**config.mk**
```make
export PLATFORM = sky130hd
export DESIGN_NAME = avtp_stream_header_check
export DESIGN_NICKNAME = d
export VERILOG_FILES = /design/src/rtl/avtp_shc_pkg.sv /design/src/rtl/avtp_shc_cfg.sv /design/src/rtl/avtp_shc_in_reg.sv /design/src/rtl/avtp_shc_check.sv /design/src/rtl/avtp_stream_header_check.sv
export SDC_FILE = /design/constraint.sdc
export NUM_CORES = 1
export LEC_CHECK = 0
export ABC_AREA = 1
export BUFFER_PORTS_ARGS = -buffer_cell sky130_fd_sc_hd__buf_2
export CORE_MARGIN = 3
export CORE_UTILIZATION = 45
export CTS_CLUSTER_SIZE = 28
export DETAILED_ROUTE_END_ITERATION = 8
export GPL_TIMING_DRIVEN = 0
export PLACE_DENSITY = 0.74
export SLEW_MARGIN = 25
export SYNTH_ARGS = -nofsm -noshare
export SYNTH_HDL_FRONTEND = slang
export SYNTH_SLANG_ARGS = --single-unit
```
**constraint.sdc**
```tcl
create_clock -name clk -period 3.9 [get_ports clk]
set_input_delay 0.975 -clock clk [delete_from_list [all_inputs] [get_ports clk]]
set_output_delay 0.975 -clock clk [all_outputs]
set_load 0.02 [all_outputs]
```
**src/rtl/avtp_shc_pkg.sv**
```systemverilog
// Package for the AVTP stream header check: header and result records,
// register indexes, flag positions and the AVTP header size.
// No dependencies.
`timescale 1ns / 1ps

package avtp_shc_pkg;

    // Size of the AVTP stream data header in bytes
    localparam int HEADER_BYTES = 24;

    // Register indexes (paddr[2])
    localparam logic REG_EXPECTED_SUBTYPE      = 1'b0;
    localparam logic REG_CLOCK_RECOVERY_ENABLE = 1'b1;

    // Bit positions in packet_flags
    localparam int FLAG_LOST      = 0;
    localparam int FLAG_RESTART   = 1;
    localparam int FLAG_UNCERTAIN = 2;
    localparam int FLAG_INVALID   = 3;

    // Configuration register contents
    typedef struct packed {
        logic [7:0] expected_subtype;
        logic       clock_recovery_enable;
    } cfg_t;

    // One extracted header as received
    typedef struct packed {
        logic [7:0]  subtype;
        logic [7:0]  seq_no;
        logic        restart_bit;
        logic        uncertain;
        logic        ts_valid;
        logic [31:0] timestamp;
        logic [15:0] protocol_word;
        logic [15:0] data_length;
        logic [9:0]  frame_offset;
        logic        last_in_batch;
    } hdr_t;

    // Per-packet result fields (counters are carried separately)
    typedef struct packed {
        logic        accepted;
        logic [3:0]  packet_flags;
        logic [31:0] timestamp_out;
        logic        to_clock_recovery;
        logic [15:0] payload_length;
        logic [10:0] payload_offset;
        logic [15:0] protocol_word_out;
        logic        break_before;
        logic        flush_after;
    } result_t;

    // Running counters
    typedef struct packed {
        logic [31:0] subtype_errors;
        logic [31:0] lost_count;
        logic [31:0] restart_count;
    } counters_t;

endpackage

```
**src/rtl/avtp_shc_cfg.sv**
```systemverilog
// APB-style configuration registers of the AVTP stream header check.
// Depends on avtp_shc_pkg.
`timescale 1ns / 1ps

module avtp_shc_cfg
    import avtp_shc_pkg::*;
(
    input  logic        clk,
    input  logic        rst_n,
    input  logic        psel,
    input  logic        penable,
    input  logic        pwrite,
    input  logic [2:0]  paddr,
    input  logic [31:0] pwdata,
    output logic [31:0] prdata,
    output logic        pready,
    output cfg_t        cfg
);

    cfg_t cfg_reg;
    logic wr_en;

    assign pready = 1'b1;
    assign wr_en  = psel && penable && pwrite;

    // Register write on the access phase
    always_ff @(posedge clk or negedge rst_n)
    begin
        if (!rst_n)
        begin
            cfg_reg <= '0;
        end
        else if (wr_en)
        begin
            case (paddr[2])
                REG_EXPECTED_SUBTYPE:      cfg_reg.expected_subtype <= pwdata[7:0];
                REG_CLOCK_RECOVERY_ENABLE: cfg_reg.clock_recovery_enable <= pwdata[0];
                default: ;
            endcase
        end
    end

    // Read mux; byte lanes below bit 2 are ignored
    always_comb
    begin
        case (paddr[2])
            REG_EXPECTED_SUBTYPE:      prdata = {24'd0, cfg_reg.expected_subtype};
            REG_CLOCK_RECOVERY_ENABLE: prdata = {31'd0, cfg_reg.clock_recovery_enable};
            default:                   prdata = '0;
        endcase
    end

    assign cfg = cfg_reg;

endmodule

```
**src/rtl/avtp_shc_in_reg.sv**
```systemverilog
// Input register of the AVTP stream header check: captures one header per
// transfer and holds it while the result register is blocked.
// Depends on avtp_shc_pkg.
`timescale 1ns / 1ps

module avtp_shc_in_reg
    import avtp_shc_pkg::*;
(
    input  logic clk,
    input  logic rst_n,
    input  logic in_valid,
    output logic in_stall,
    input  hdr_t in_hdr,
    input  logic hold,
    output logic stage_valid,
    output hdr_t stage_hdr
);

    logic stage_valid_reg;
    logic stage_valid_next;
    hdr_t stage_hdr_reg;

    // Stall only when a held header cannot move on
    assign in_stall = stage_valid_reg && hold;

    assign stage_valid_next = in_stall ? stage_valid_reg : in_valid;

    always_ff @(posedge clk or negedge rst_n)
    begin
        if (!rst_n)
        begin
            stage_valid_reg <= 1'b0;
        end
        else
        begin
            stage_valid_reg <= stage_valid_next;
        end
    end

    // Payload, no reset
    always_ff @(posedge clk)
    begin
        if (in_valid && !in_stall)
        begin
            stage_hdr_reg <= in_hdr;
        end
    end

    assign stage_valid = stage_valid_reg;
    assign stage_hdr   = stage_hdr_reg;

endmodule

```
**src/rtl/avtp_shc_check.sv**
```systemverilog
// Header checks, stream state, counters and result register of the AVTP
// stream header check.
// Depends on avtp_shc_pkg.
`timescale 1ns / 1ps

module avtp_shc_check
    import avtp_shc_pkg::*;
(
    input  logic      clk,
    input  logic      rst_n,
    input  cfg_t      cfg,
    input  logic      stage_valid,
    input  hdr_t      stage_hdr,
    output logic      hold,
    output logic      out_valid,
    input  logic      out_stall,
    output result_t   result,
    output counters_t counters
);

    logic      out_valid_reg;
    logic      out_valid_next;
    result_t   result_reg;
    result_t   result_next;

    logic      seen_any_reg;
    logic      seen_any_next;
    logic [7:0] last_sequence_reg;
    logic [7:0] last_sequence_next;
    logic      last_restart_reg;
    logic      last_restart_next;
    counters_t counters_reg;
    counters_t counters_next;

    logic       advance;
    logic       match;
    logic       lost;
    logic       restart;
    logic [7:0] expected_seq;

    assign hold    = out_valid_reg && out_stall;
    assign advance = stage_valid && !hold;

    // Checks on the staged header
    assign match        = (stage_hdr.subtype == cfg.expected_subtype);
    assign expected_seq = last_sequence_reg + 8'd1;
    assign lost         = match && seen_any_reg && (stage_hdr.seq_no != expected_seq);
    assign restart      = match && (stage_hdr.restart_bit != last_restart_reg);

    // Result fields; a rejected packet clears all but the batch marks
    always_comb
    begin
        result_next = '0;
        result_next.break_before = !match || lost || restart;
        result_next.flush_after  = stage_hdr.last_in_batch;
        if (match)
        begin
            result_next.accepted                     = 1'b1;
            result_next.packet_flags[FLAG_LOST]      = lost;
            result_next.packet_flags[FLAG_RESTART]   = restart;
            result_next.packet_flags[FLAG_UNCERTAIN] = stage_hdr.uncertain;
            result_next.packet_flags[FLAG_INVALID]   = !stage_hdr.ts_valid;
            result_next.timestamp_out     = stage_hdr.ts_valid ? stage_hdr.timestamp : 32'd0;
            result_next.to_clock_recovery = stage_hdr.ts_valid && cfg.clock_recovery_enable;
            result_next.payload_length    = stage_hdr.data_length;
            result_next.payload_offset    = {1'b0, stage_hdr.frame_offset}
                                          + 11'(HEADER_BYTES);
            result_next.protocol_word_out = stage_hdr.protocol_word;
        end
    end

    // Stream state and counters after this packet
    always_comb
    begin
        seen_any_next      = seen_any_reg;
        last_sequence_next = last_sequence_reg;
        last_restart_next  = last_restart_reg;
        counters_next      = counters_reg;
        if (advance)
        begin
            if (!match)
            begin
                counters_next.subtype_errors = counters_reg.subtype_errors + 32'd1;
            end
            else
            begin
                seen_any_next      = 1'b1;
                last_sequence_next = stage_hdr.seq_no;
                last_restart_next  = stage_hdr.restart_bit;
                if (lost)
                begin
                    counters_next.lost_count = counters_reg.lost_count + 32'd1;
                end
                if (restart)
                begin
                    counters_next.restart_count = counters_reg.restart_count + 32'd1;
                end
            end
        end
    end

    // Result register holds while the receiver stalls
    assign out_valid_next = hold ? 1'b1 : stage_valid;

    always_ff @(posedge clk or negedge rst_n)
    begin
        if (!rst_n)
        begin
            out_valid_reg     <= 1'b0;
            seen_any_reg      <= 1'b0;
            last_sequence_reg <= '0;
            last_restart_reg  <= 1'b0;
            counters_reg      <= '0;
        end
        else
        begin
            out_valid_reg     <= out_valid_next;
            seen_any_reg      <= seen_any_next;
            last_sequence_reg <= last_sequence_next;
            last_restart_reg  <= last_restart_next;
            counters_reg      <= counters_next;
        end
    end

    always_ff @(posedge clk)
    begin
        if (advance)
        begin
            result_reg <= result_next;
        end
    end

    // Counters change only when a new result is loaded, so they match it
    assign out_valid = out_valid_reg;
    assign result    = result_reg;
    assign counters  = counters_reg;

endmodule

```
**src/rtl/avtp_stream_header_check.sv**
```systemverilog
// AVTP stream data header check, top level.
// Channels: input headers via in_valid/in_stall, results via
// out_valid/out_stall; a transfer happens when valid is high and stall low.
// Configuration through an APB-style port: expected_subtype at 0x0,
// clock_recovery_enable at 0x4; writes complete in the access cycle.
// The result passes through the input register, then the result register.
// Throughput: one header per cycle while the receiver does not stall; all
// checks are single compares and increments between the two registers.
// The running counters are shown with every result and hold the values
// after that packet.
// Reset (rst_n low, asynchronous) clears the configuration and valid
// registers, the counters and the sequence and restart history, but not
// the header and result payload registers; no result is pending
// afterwards.
// When the receiver stalls the result holds; one more header is taken
// into the input register, then in_stall rises until the result moves.
// Depends on avtp_shc_pkg, avtp_shc_cfg, avtp_shc_in_reg, avtp_shc_check.
`timescale 1ns / 1ps

module avtp_stream_header_check
    import avtp_shc_pkg::*;
(
    input  logic        clk,
    input  logic        rst_n,
    // configuration port
    input  logic        psel,
    input  logic        penable,
    input  logic        pwrite,
    input  logic [2:0]  paddr,
    input  logic [31:0] pwdata,
    output logic [31:0] prdata,
    output logic        pready,
    // header input
    input  logic        in_valid,
    output logic        in_stall,
    input  logic [7:0]  header_subtype,
    input  logic [7:0]  header_sequence,
    input  logic        header_restart_bit,
    input  logic        header_uncertain,
    input  logic        header_ts_valid,
    input  logic [31:0] header_timestamp,
    input  logic [15:0] header_protocol_word,
    input  logic [15:0] header_data_length,
    input  logic [9:0]  frame_offset,
    input  logic        last_in_batch,
    // result output
    output logic        out_valid,
    input  logic        out_stall,
    output logic        accepted,
    output logic [3:0]  packet_flags,
    output logic [31:0] timestamp_out,
    output logic        to_clock_recovery,
    output logic [15:0] payload_length,
    output logic [10:0] payload_offset,
    output logic [15:0] protocol_word_out,
    output logic        break_before,
    output logic        flush_after,
    output logic [31:0] subtype_errors,
    output logic [31:0] lost_count,
    output logic [31:0] restart_count
);

    cfg_t      cfg;
    hdr_t      in_hdr;
    hdr_t      stage_hdr;
    logic      stage_valid;
    logic      hold;
    result_t   result;
    counters_t counters;

    // Gather the header fields
    assign in_hdr.subtype       = header_subtype;
    assign in_hdr.seq_no        = header_sequence;
    assign in_hdr.restart_bit   = header_restart_bit;
    assign in_hdr.uncertain     = header_uncertain;
    assign in_hdr.ts_valid      = header_ts_valid;
    assign in_hdr.timestamp     = header_timestamp;
    assign in_hdr.protocol_word = header_protocol_word;
    assign in_hdr.data_length   = header_data_length;
    assign in_hdr.frame_offset  = frame_offset;
    assign in_hdr.last_in_batch = last_in_batch;

    avtp_shc_cfg u_cfg (
        .clk     (clk),
        .rst_n   (rst_n),
        .psel    (psel),
        .penable (penable),
        .pwrite  (pwrite),
        .paddr   (paddr),
        .pwdata  (pwdata),
        .prdata  (prdata),
        .pready  (pready),
        .cfg     (cfg)
    );

    avtp_shc_in_reg u_in_reg (
        .clk         (clk),
        .rst_n       (rst_n),
        .in_valid    (in_valid),
        .in_stall    (in_stall),
        .in_hdr      (in_hdr),
        .hold        (hold),
        .stage_valid (stage_valid),
        .stage_hdr   (stage_hdr)
    );

    avtp_shc_check u_check (
        .clk         (clk),
        .rst_n       (rst_n),
        .cfg         (cfg),
        .stage_valid (stage_valid),
        .stage_hdr   (stage_hdr),
        .hold        (hold),
        .out_valid   (out_valid),
        .out_stall   (out_stall),
        .result      (result),
        .counters    (counters)
    );

    // Spread the result onto the output ports
    assign accepted          = result.accepted;
    assign packet_flags      = result.packet_flags;
    assign timestamp_out     = result.timestamp_out;
    assign to_clock_recovery = result.to_clock_recovery;
    assign payload_length    = result.payload_length;
    assign payload_offset    = result.payload_offset;
    assign protocol_word_out = result.protocol_word_out;
    assign break_before      = result.break_before;
    assign flush_after       = result.flush_after;
    assign subtype_errors    = counters.subtype_errors;
    assign lost_count        = counters.lost_count;
    assign restart_count     = counters.restart_count;

endmodule

```
==> flow_summary_export.csv, run 1 <==
group,metric,value,unit
clock_tree,cts_hold_buf,0,
clock_tree,clk_pin_slew_worst_paths,60,ps
power,p_total,0.00783,W
floorplan,ioPinCount,350,
finish,final_nets,1974,
global_routing,grt_antenna_before_repair,7,
yosys,syn_inst,1473,
timing,holdWs,309,ps
yosys,synth.top_cell.area_share,39.0,%
global_routing,grt_pass1_vias,10700,
detailed_routing,num_vias,10900,
power,p_switching,0.00213,W
setup_path,critPathMaxFanout,10,
detailed_routing,wl_met1,14700,microns
detailed_routing,drt-total-wl,35400,microns
clock_tree,ctsResizeCount,0,
clock_tree,clock-sinks,294,
yosys,synth_edf_count,177,
timing,slew-limit-headroom,65.5,%
detailed_routing,firstDrtPassIters,5,
floorplan,core,29800,sq um
yosys,synth_warnings,0,
setup_path,rr_worst_depth,10,
detailed_routing,drtAntennaViolNets,0,
setup_path,arrival,1680,ps
timing,fin_crit_sh,68.2,%
clock_tree,post_cts_buffers,0,
setup_path,required,2920,ps
run_status,outcome,"finished, final reports clean",
detailed_routing,top_layer,"met5",
clock_tree,cts-buffers-inserted,35,
finish,drive_above_1_share,22.4,%
power,power_leakage,8.23,nW
floorplan,fp.dieH,180,microns
yosys,netlist-cell-type-count,33,
setup_path,critical_path.startpoint_type,"primary input",
timing,fin_crit,2660,ps
timing,hold_viol,0,
setup_path,ff2ff_setup_slack,1860,ps
floorplan,initial_core_util,45.8,%
power,comb_power_share,12.1,%
global_routing,grt_overflow_total,0,
placement,pre_cts_slack,1160,ps
finish,largest_reg_flops,96,
detailed_routing,routed_via_density,4.81,
finish,area_growth,24.2,%
power,p_clk_share,40.0,%
setup_path,r2r-end,"u_check.counters[60]",
detailed_routing,drc,0,
setup_path,end_kind,"primary output",
detailed_routing,drt_iter0_markers,723,
global_routing,grt_first_pass_wirelength,57100,microns
clock_tree,cts_max_level,2,
power,power_density,462,nW/um^2
yosys,ys_ff_latch,294,
clock_tree,cts_tree,"yes",
timing,setup_tns,0,ps
power,vdd_drop_max,0.328,mV
setup_path,path_class,"in -> out",
yosys,synth.area.top_cells,"edfxtp_1 39%, dfrtp_1 21%, nand2_1 14%",
timing,finClkSkew,15.5,ps
power,p_int,0.00571,W
timing,slew_violations,0,
timing,fmax,376,MHz
yosys,synthArstFlopShare,39.8,%
global_routing,grt_start_max_net_pins,89,
timing,fin_ws,1240,ps
clock_tree,cts_root_buf,"clkbuf_16",
finish,design_area,16900,sq um
yosys,synth_ff_type,"edfxtp_1",
yosys,yosysSeqAreaShare,60.4,%
clock_tree,clock_latency,530,ps
floorplan,dieArea,32400,sq um
clock_tree,clk_path_buf_depth,3,
yosys,syn-cell-area,13600,sq um
floorplan,chipWidth,180,microns
run,maxCapViolations,0,
placement,port_buffers,297,
setup_path,r2r-start,"u_check.counters[32]",
power,switching_share,27.1,%
placement,place_area,15800,sq um
placement,dp_hpwl,26300,microns
global_routing,grt_use_total,21.8,%
yosys,yosys.area.top_type,"edfxtp_1",
detailed_routing,wire_per_inst,15.7,microns
power,seqPwrFrac,47.8,%
detailed_routing,wl_met2,17500,microns
timing,tightestPinTransition,513,ps
placement,gp_congestion,0.986,
timing,grt_setup_unrepaired,"no",
floorplan,rows,63,
yosys,syn_area_per_cell,9.26,sq um
timing,setup_violations,0,
min_path,hold_path.class,"in -> async",
detailed_routing,wl_met3,2210,microns
==> routing by layer <==
layer  GRT usage (%)  vias to the layer above
li1                -                     5354
met1            27.9                     5046
met2            36.6                      369
met3            4.28                       79
met4            8.78                        2
met5               0                        -
==> power groups by stage <==
stage | sequential [W] | combinational [W] | clock, W
6_report | 0.00374 | 0.000952 | 0.00314
3_3_place_gp | 0.00382 | 0.000917 | 0
5_1_grt | 0.00377 | 0.00105 | 0.00336
3_5_place_dp | 0.00380 | 0.000960 | 0
4_1_cts | 0.00374 | 0.000964 | 0.00323
2_1_floorplan | 0.00393 | 0.000427 | 0
==> worst max-delay path: stages <==
cell and delay, ps:
buf_2 220, inv_1 110, o21ai_0 170, buf_2 200
==> cells in the mapped netlist, drive strengths merged (2+ instances only) <==
master	number
dfrtp	117
clkbuf	3
ha	5
buf	57
xor2	49
nor2	234
nand2	499
inv	153
nand4	42
a21oi	10
nand3b	20
xnor2	34
conb	2
nand3	19
o21ai	20
edfxtp	177
nor3	26
==> worst max-delay path by stage <==
stage                      endpoint      start  slack (ps)  depth (start not counted)
6_report                  prdata[0]   paddr[2]        1240                          4
5_1_grt                   prdata[0]   paddr[2]        1130                          4
4_1_cts                   prdata[0]   paddr[2]        1230                          4
3_5_place_dp   u_check.counters[75]  out_stall        1160                          8
3_3_place_gp   u_check.counters[74]  out_stall       -1130                          8
2_1_floorplan  u_check.counters[76]  out_stall          80                          9
==> cells in the final DEF, fill, tap and decap left out, types with 6 or more instances in the layout <==
cell / count
o21ai_0: 15
diode_2: 6
xor2_1: 49
clkbuf_16: 35
xnor2_1: 34
nand2_1: 496
nand3_1: 18
edfxtp_1: 177
a21oi_1: 10
nand4_1: 42
nand3b_1: 20
nor2_1: 229
conb_1: 25
clkbuf_1: 17
buf_6: 6
nor3_1: 26
buf_4: 28
dfrtp_1: 117
buf_2: 317
inv_1: 150
==> logic make-up (layout without fill, tap and decap cells) <==
family	count (synthesis)	count (layout)	synth area share (%)
other	2	31	0.0550
XOR/XNOR	83	83	5.33
AO/OA/AOI/OAI	32	32	1.20
buffers and inverters	214	577	7.19
AND/OR/NAND/NOR	843	843	25.4
flip-flops	294	294	60.4
adder cells (fa/ha/maj)	5	5	0.458
==> final cells by class <==
class                   count  area [sq um]
inverters                 154           587
diodes                      6          15.0
fillers                  2658         12900
well taps                 390           488
plain buffers              60           402
clock buffers              52           970
flip-flops and latches    294          8240
clock inverters            11           150
multi-input cells         988          4510
repair buffers            300          1580
==> stage by stage <==
stage | std cells | utilization, %
6_report | 2255 | 56.9
3_3_place_gp | 2183 | 52.7
5_1_grt | 2255 | 56.9
3_5_place_dp | 2186 | 53.0
2_1_floorplan | 1496 | -
4_1_cts | 2249 | 56.8
Power figures use the tool's default switching activity.
==> run 2, diff against run 1 <==
--- a/config.mk
+++ b/config.mk
@@ -5,14 +5,14 @@
 export SDC_FILE = /design/constraint.sdc
 export NUM_CORES = 1
 export LEC_CHECK = 0
-export ABC_AREA = 1
+export ABC_AREA = 0
 export BUFFER_PORTS_ARGS = -buffer_cell sky130_fd_sc_hd__buf_2
 export CORE_MARGIN = 3
 export CORE_UTILIZATION = 45
 export CTS_CLUSTER_SIZE = 28
 export DETAILED_ROUTE_END_ITERATION = 8
 export GPL_TIMING_DRIVEN = 0
-export PLACE_DENSITY = 0.74
+export PLACE_DENSITY = 0.75
 export SLEW_MARGIN = 25
 export SYNTH_ARGS = -nofsm -noshare
 export SYNTH_HDL_FRONTEND = slang
==> constraint.sdc (replaced) <==
create_clock -name clk -period 2.7 [get_ports clk]
set_input_delay 0.675 -clock clk [delete_from_list [all_inputs] [get_ports clk]]
set_output_delay 0.675 -clock clk [all_outputs]
set_load 0.02 [all_outputs]
==> run 2 against run 1 <==
Compared with the run above:
- critical path depth is 2 higher
- final cell count is 32% lower
- sequential power is 40% higher
- clock power is 39% higher
- synthesized area is 14% lower
- total power is 37% higher
- via count is 29% lower
- sequential cell count stayed put
- core utilization is 3.2 points higher
- first-iteration DRC count is 36% lower
- largest cell class unchanged
==> flow_summary_export.csv, run 2 <==
group,metric,value,unit
power,p_total,0.0107,W
detailed_routing,drtAntennaViolNets,0,
timing,fin_crit_sh,95.6,%
setup_path,end_kind,"flop",
power,comb_power_share,10.3,%
global_routing,grt_first_pass_wirelength,42600,microns
floorplan,dieArea,28100,sq um
clock_tree,clock-sinks,294,
timing,fin_crit,2580,ps
placement,place_area,14100,sq um
detailed_routing,routed_via_density,5.01,
yosys,synthArstFlopShare,39.8,%
finish,largest_reg_flops,96,
placement,gp_congestion,0.838,
run,maxCapViolations,0,
timing,slew-limit-headroom,37.8,%
floorplan,ioPinCount,350,
run_status,outcome,"finished, final reports clean",
power,power_density,701,nW/um^2
detailed_routing,drt-total-wl,27500,microns
global_routing,grt_overflow_total,0,
setup_path,critical_path.cell_chain,"and4_1 > nand4_1 > nor2_1 > nand4_1 > nor4b_4 > xor2_1",
clock_tree,clk_path_buf_depth,3,
setup_path,cpMostUsedCell,"nand4_1",
timing,hold_viol,0,
detailed_routing,wire_per_inst,18.0,microns
global_routing,grt_pass1_vias,7613,
placement,port_buffers,297,
clock_tree,clk_pin_slew_worst_paths,60,ps
timing,slew_violations,0,
detailed_routing,num_vias,7661,
yosys,synthMostInstantiatedCell,"edfxtp_1",
global_routing,grt_start_max_net_pins,66,
detailed_routing,drt_iter0_markers,460,
setup_path,crit_buf_inv,0,
yosys,syn-cell-area,11800,sq um
floorplan,core,25500,sq um
setup_path,critical_path.startpoint_type,"flop",
power,p_switching,0.00257,W
setup_path,crit_start,"u_check.counters[34]",
setup_path,required,3160,ps
clock_tree,cts_tree,"yes",
placement,dp_hpwl,20000,microns
setup_path,path_class,"reg -> reg",
timing,setup_violations,0,
yosys,synth.top_cell.area_share,45.2,%
power,p_int,0.00816,W
detailed_routing,firstDrtPassIters,5,
timing,fmax,387,MHz
setup_path,r2r-start,"u_check.counters[34]",
floorplan,rows,58,
floorplan,fp.dieH,168,microns
setup_path,crit_slowest_cell,"nor2_1",
yosys,synth_ff_type,"edfxtp_1",
clock_tree,cts-buffers-inserted,30,
yosys,yosysSeqAreaShare,70.0,%
yosys,netlist-cell-type-count,41,
yosys,ys_ff_latch,294,
detailed_routing,drc,0,
finish,design_area,15300,sq um
floorplan,chipWidth,168,microns
finish,drive_above_1_share,38.1,%
power,seqPwrFrac,49.0,%
clock_tree,cts_root_buf,"clkbuf_16",
clock_tree,cts_max_level,1,
yosys,syn_inst,809,
power,p_clk_share,40.7,%
floorplan,initial_core_util,46.2,%
global_routing,grt_use_total,19.0,%
yosys,synth_warnings,0,
finish,layout_commonest_cell,"buf_2",
yosys,synth.area.top_cells,"edfxtp_1 45%, dfrtp_1 25%, xor2_1 4.5%",
finish,final_nets,1313,
yosys,syn_area_per_cell,14.5,sq um
finish,fin_cells,1529,
setup_path,critPathMaxFanout,9,
power,power_leakage,7.07,nW
finish,layout_common_cells,"298 x buf_2, 177 x edfxtp_1, 117 x dfrtp_1, 61 x xor2_1, 57 x xnor2_1",
setup_path,cp_top_family,"simple AND/OR/NAND/NOR gates",
placement,place_inst,1465,
setup_path,arrival,3040,ps
yosys,yosys.area.top_type,"edfxtp_1",
setup_path,slowest_delay,680,ps
global_routing,grt_antenna_before_repair,3,
min_path,hold_path.class,"in -> async",
timing,finClkSkew,7.37,ps
timing,grt_setup_unrepaired,"no",
clock_tree,clock_latency,540,ps
clock_tree,cts_hold_buf,0,
yosys,netlist_top_cells_count,"177 x edfxtp_1, 117 x dfrtp_1, 61 x xor2_1",
yosys,synth_edf_count,177,
timing,tightestPinTransition,927,ps
power,switching_share,23.9,%
power,vdd_drop_max,0.652,mV
finish,area_growth,30.0,%
==> run 2: cell families after synthesis <==
kind of cell / count (synthesis) / synth area share, %
mux: 21 / 2.01
flops: 294 / 70.0
other cells: 2 / 0.0638
compound gates: 13 / 0.861
xor+xnor: 118 / 8.78
fa+ha+maj: 6 / 0.617
buf+inv: 60 / 2.82
simple gates: 295 / 14.8
==> run 2: routing by layer <==
layer  global-route usage [%]  wire length (microns)  vias to the layer above
met4                     7.01                   1080                        0
met3                     3.82                   1780                       70
li1                         -                      -                     3625
met5                        0                      0                        -
met2                     32.2                  13600                      270
met1                     24.5                  11100                     3696
==> run 2: path summary, 6_finish.rpt <==
| kind | slack, ps | end | cells past startpoint |
|---|---|---|---|
| setup / recovery | 120 | u_check.counters[61] | 6 |
| hold / removal | 70 | u_check.counters[49] | 1 |
| setup reg to reg | 120 | u_check.counters[61] | 6 |
| hold reg to reg | 420 | u_check.result[0] | 0 |
| max in group asynchronous | 1970 | u_cfg.cfg[8] | 2 |
| min in group clk | 310 | u_in_reg.stage_hdr[18] | 1 |
==> run 2: layout make-up <==
type | instances | area, sq um
inverter | 9 | 37.5
buffer | 51 | 328
sequential | 294 | 8240
clock buffer | 42 | 953
multi-input combinational | 478 | 3480
tap | 330 | 413
clock inverter | 14 | 134
antenna | 3 | 7.51
fill | 2001 | 10200
timing repair buffer | 308 | 1700
==> run 2: timing repair <==
| item | CTS | global route |
|---|---|---|
| gates resized for setup | 3 | 6 |
| endpoints found under the hold margin | 0 | 0 |
| pin swaps | 0 | 4 |
| setup endpoints to repair | 5 | 54 |
| buffers inserted | 0 | 5 |
==> run 2: per-stage QoR <==
step / util [%] / hold slack, ps / TNS [ps] / worst slack [ps]
after floorplan: - / 379 / -55880 / -736
after global placement: 54.9 / 401 / -331670 / -1920
after CTS: 59.8 / 67.0 / 0 / 27.8
final: 60.1 / 71.3 / 0 / 118
after detailed placement: 55.5 / 414 / -5640 / -280
after global routing: 60.1 / 91.3 / 0 / 3.81
==> run 2: power by group through the flow <==
stage	registers (W)	logic (W)	clock network [W]
6_report	0.00525	0.00110	0.00437
5_1_grt	0.00529	0.00120	0.00467
4_1_cts	0.00526	0.00111	0.00448
3_5_place_dp	0.00534	0.00110	0
3_3_place_gp	0.00534	0.00104	0
2_1_floorplan	0.00549	0.000489	0
==> run 3, diff against run 2 <==
==> constraint.sdc (replaced) <==
create_clock -name clk -period 2.7 [get_ports clk]
set_input_delay 0.54 -clock clk [delete_from_list [all_inputs] [get_ports clk]]
set_output_delay 0.54 -clock clk [all_outputs]
set_load 0.02 [all_outputs]
==> run 3 against run 2 <==
Compared with the run above:
- via count increased by 0.69%
- worst setup slack improved by 1.5 ps
- combinational power about the same
- critical endpoint unchanged
- hold slack improved by 99 ps
- largest cell class unchanged
- highest routed layer is now met5
- core utilization decreased by 0.20 points
==> flow_summary_export.csv, run 3 (synthesized netlist as in run 2, its figures left out) <==
group,metric,value,unit
finish,area_growth,29.6,%
timing,hold_viol,0,
setup_path,arrival,3040,ps
detailed_routing,num_vias,7714,
setup_path,path_class,"reg -> reg",
detailed_routing,drc,0,
power,vdd_drop_max,0.635,mV
setup_path,cpMostUsedCell,"nand4_1",
placement,pre_cts_slack,-37.3,ps
finish,layout_common_cells,"297 x buf_2, 177 x edfxtp_1, 116 x dfrtp_1, 61 x xor2_1, 57 x xnor2_1",
timing,fin_crit,2580,ps
placement,place_inst,1465,
finish,design_area,15200,sq um
floorplan,chipWidth,168,microns
clock_tree,clk_path_buf_depth,3,
timing,slew_violations,0,
finish,layout_commonest_cell,"buf_2",
timing,finClkSkew,10.4,ps
finish,final_nets,1317,
floorplan,initial_core_util,46.2,%
floorplan,rows,58,
min_path,hold_path.class,"in -> reg",
timing,tightestPinTransition,896,ps
detailed_routing,drt-total-wl,27300,microns
setup_path,critical_path.startpoint_type,"flop",
global_routing,grt_use_total,19.0,%
clock_tree,clock-sinks,294,
floorplan,fp.dieH,168,microns
timing,fin_crit_sh,95.6,%
setup_path,slowest_delay,680,ps
clock_tree,clk_pin_slew_worst_paths,60,ps
clock_tree,cts_tree,"yes",
setup_path,crit_buf_inv,0,
power,p_total,0.0105,W
clock_tree,cts-buffers-inserted,30,
detailed_routing,drt_iter0_markers,606,
detailed_routing,firstDrtPassIters,5,
run_status,outcome,"finished, final reports clean",
detailed_routing,routed_via_density,5.03,
floorplan,dieArea,28100,sq um
min_path,worst_hold_startpoint,"header_data_length[1]",
placement,place_area,14200,sq um
placement,dp_hpwl,19600,microns
setup_path,end_kind,"flop",
global_routing,grt_overflow_total,0,
global_routing,grt_pass1_vias,7654,
clock_tree,clock_latency,540,ps
finish,largest_reg_flops,96,
timing,fmax,388,MHz
setup_path,r2r-start,"u_check.counters[34]",
setup_path,required,3160,ps
finish,fin_cells,1535,
clock_tree,cts_max_level,1,
timing,grt_setup_unrepaired,"no",
power,power_leakage,7.03,nW
placement,gp_congestion,0.829,
timing,holdWs,171,ps
timing,slew-limit-headroom,39.9,%
timing,setup_violations,0,
setup_path,critical_path.cell_chain,"and4_1 > nand4_1 > nor2_1 > nand4_1 > nor4b_4 > xor2_1",
detailed_routing,wire_per_inst,17.8,microns
setup_path,critPathMaxFanout,9,
timing,fin_ws,120,ps
clock_tree,cts_root_buf,"clkbuf_16",
setup_path,crit_start,"u_check.counters[34]",
finish,drive_above_1_share,37.5,%
placement,port_buffers,297,
run,maxCapViolations,0,
floorplan,ioPinCount,350,
floorplan,core,25500,sq um
global_routing,grt_first_pass_wirelength,42900,microns
global_routing,grt_antenna_before_repair,8,
setup_path,crit_slowest_cell,"nor2_1",
power,power_density,685,nW/um^2
global_routing,grt_start_max_net_pins,84,
setup_path,cp_top_family,"simple AND/OR/NAND/NOR gates",
detailed_routing,drtAntennaViolNets,0,
==> run 3: cell count changes in the layout (fill, tap and decap cells not counted), moves of 3 or more <==
cell        change
clkinv_1        +4
clkbuf_1        +8
clkbuf_16       -4
buf_4           +3
clkinvlp_4      -3
clkbuf_2        -3
==> run 3: layout make-up <==
type | count | area (sq um)
Timing Repair Buffer | 312 | 1730
Clock inverter | 13 | 111
Multi-Input combinational cell | 478 | 3500
Antenna cell | 5 | 12.5
Fill cell | 2019 | 10200
Inverter | 9 | 37.5
Tap cell | 330 | 413
Buffer | 51 | 327
Sequential cell | 294 | 8240
Clock buffer | 43 | 872
==> run 3: metrics by stage <==
stage,utilization [%],setup TNS (ps)
after floorplan,-,-42160
after CTS,59.5,0
final,59.9,0
after detailed placement,55.6,-84.6
after global routing,59.9,0
after global placement,54.9,-261530
==> run 3: routing by layer <==
metal / wire (microns) / vias up / global-route usage (%)
met5: 33 / - / 0
met4: 884 / 6 / 6.23
met3: 1770 / 60 / 4.11
met2: 13500 / 271 / 31.5
met1: 11100 / 3763 / 25.3
li1: - / 3614 / -
==> run 3: repair_timing <==
item / 4_1_cts / 5_1_grt
setup endpoints to repair: 2 / 92
gates resized for setup: 2 / 3
hold buffers: 1 / 0
setup buffers: 0 / 8
hold endpoints to repair: 34 / 0
pin swaps: 0 / 3
==> run 3: final timing paths <==
| path | to | slack [ps] | cells past startpoint |
|---|---|---|---|
| max | u_check.counters[61] | 120 | 6 |
| min | u_in_reg.stage_hdr[12] | 170 | 1 |
| max reg2reg | u_check.counters[61] | 120 | 6 |
| min reg2reg | u_check.result[0] | 430 | 0 |
| max in group asynchronous | u_check.counters[7] | 1520 | 3 |
| min in group asynchronous | u_check.counters[48] | 460 | 2 |
==> run 3: power breakdown <==
part / internal [W] / switching [W]
clock: 0.00242 / 0.00165
sequential: 0.00509 / 0.000169
combinational: 0.000432 / 0.000696
total: 0.00794 / 0.00251
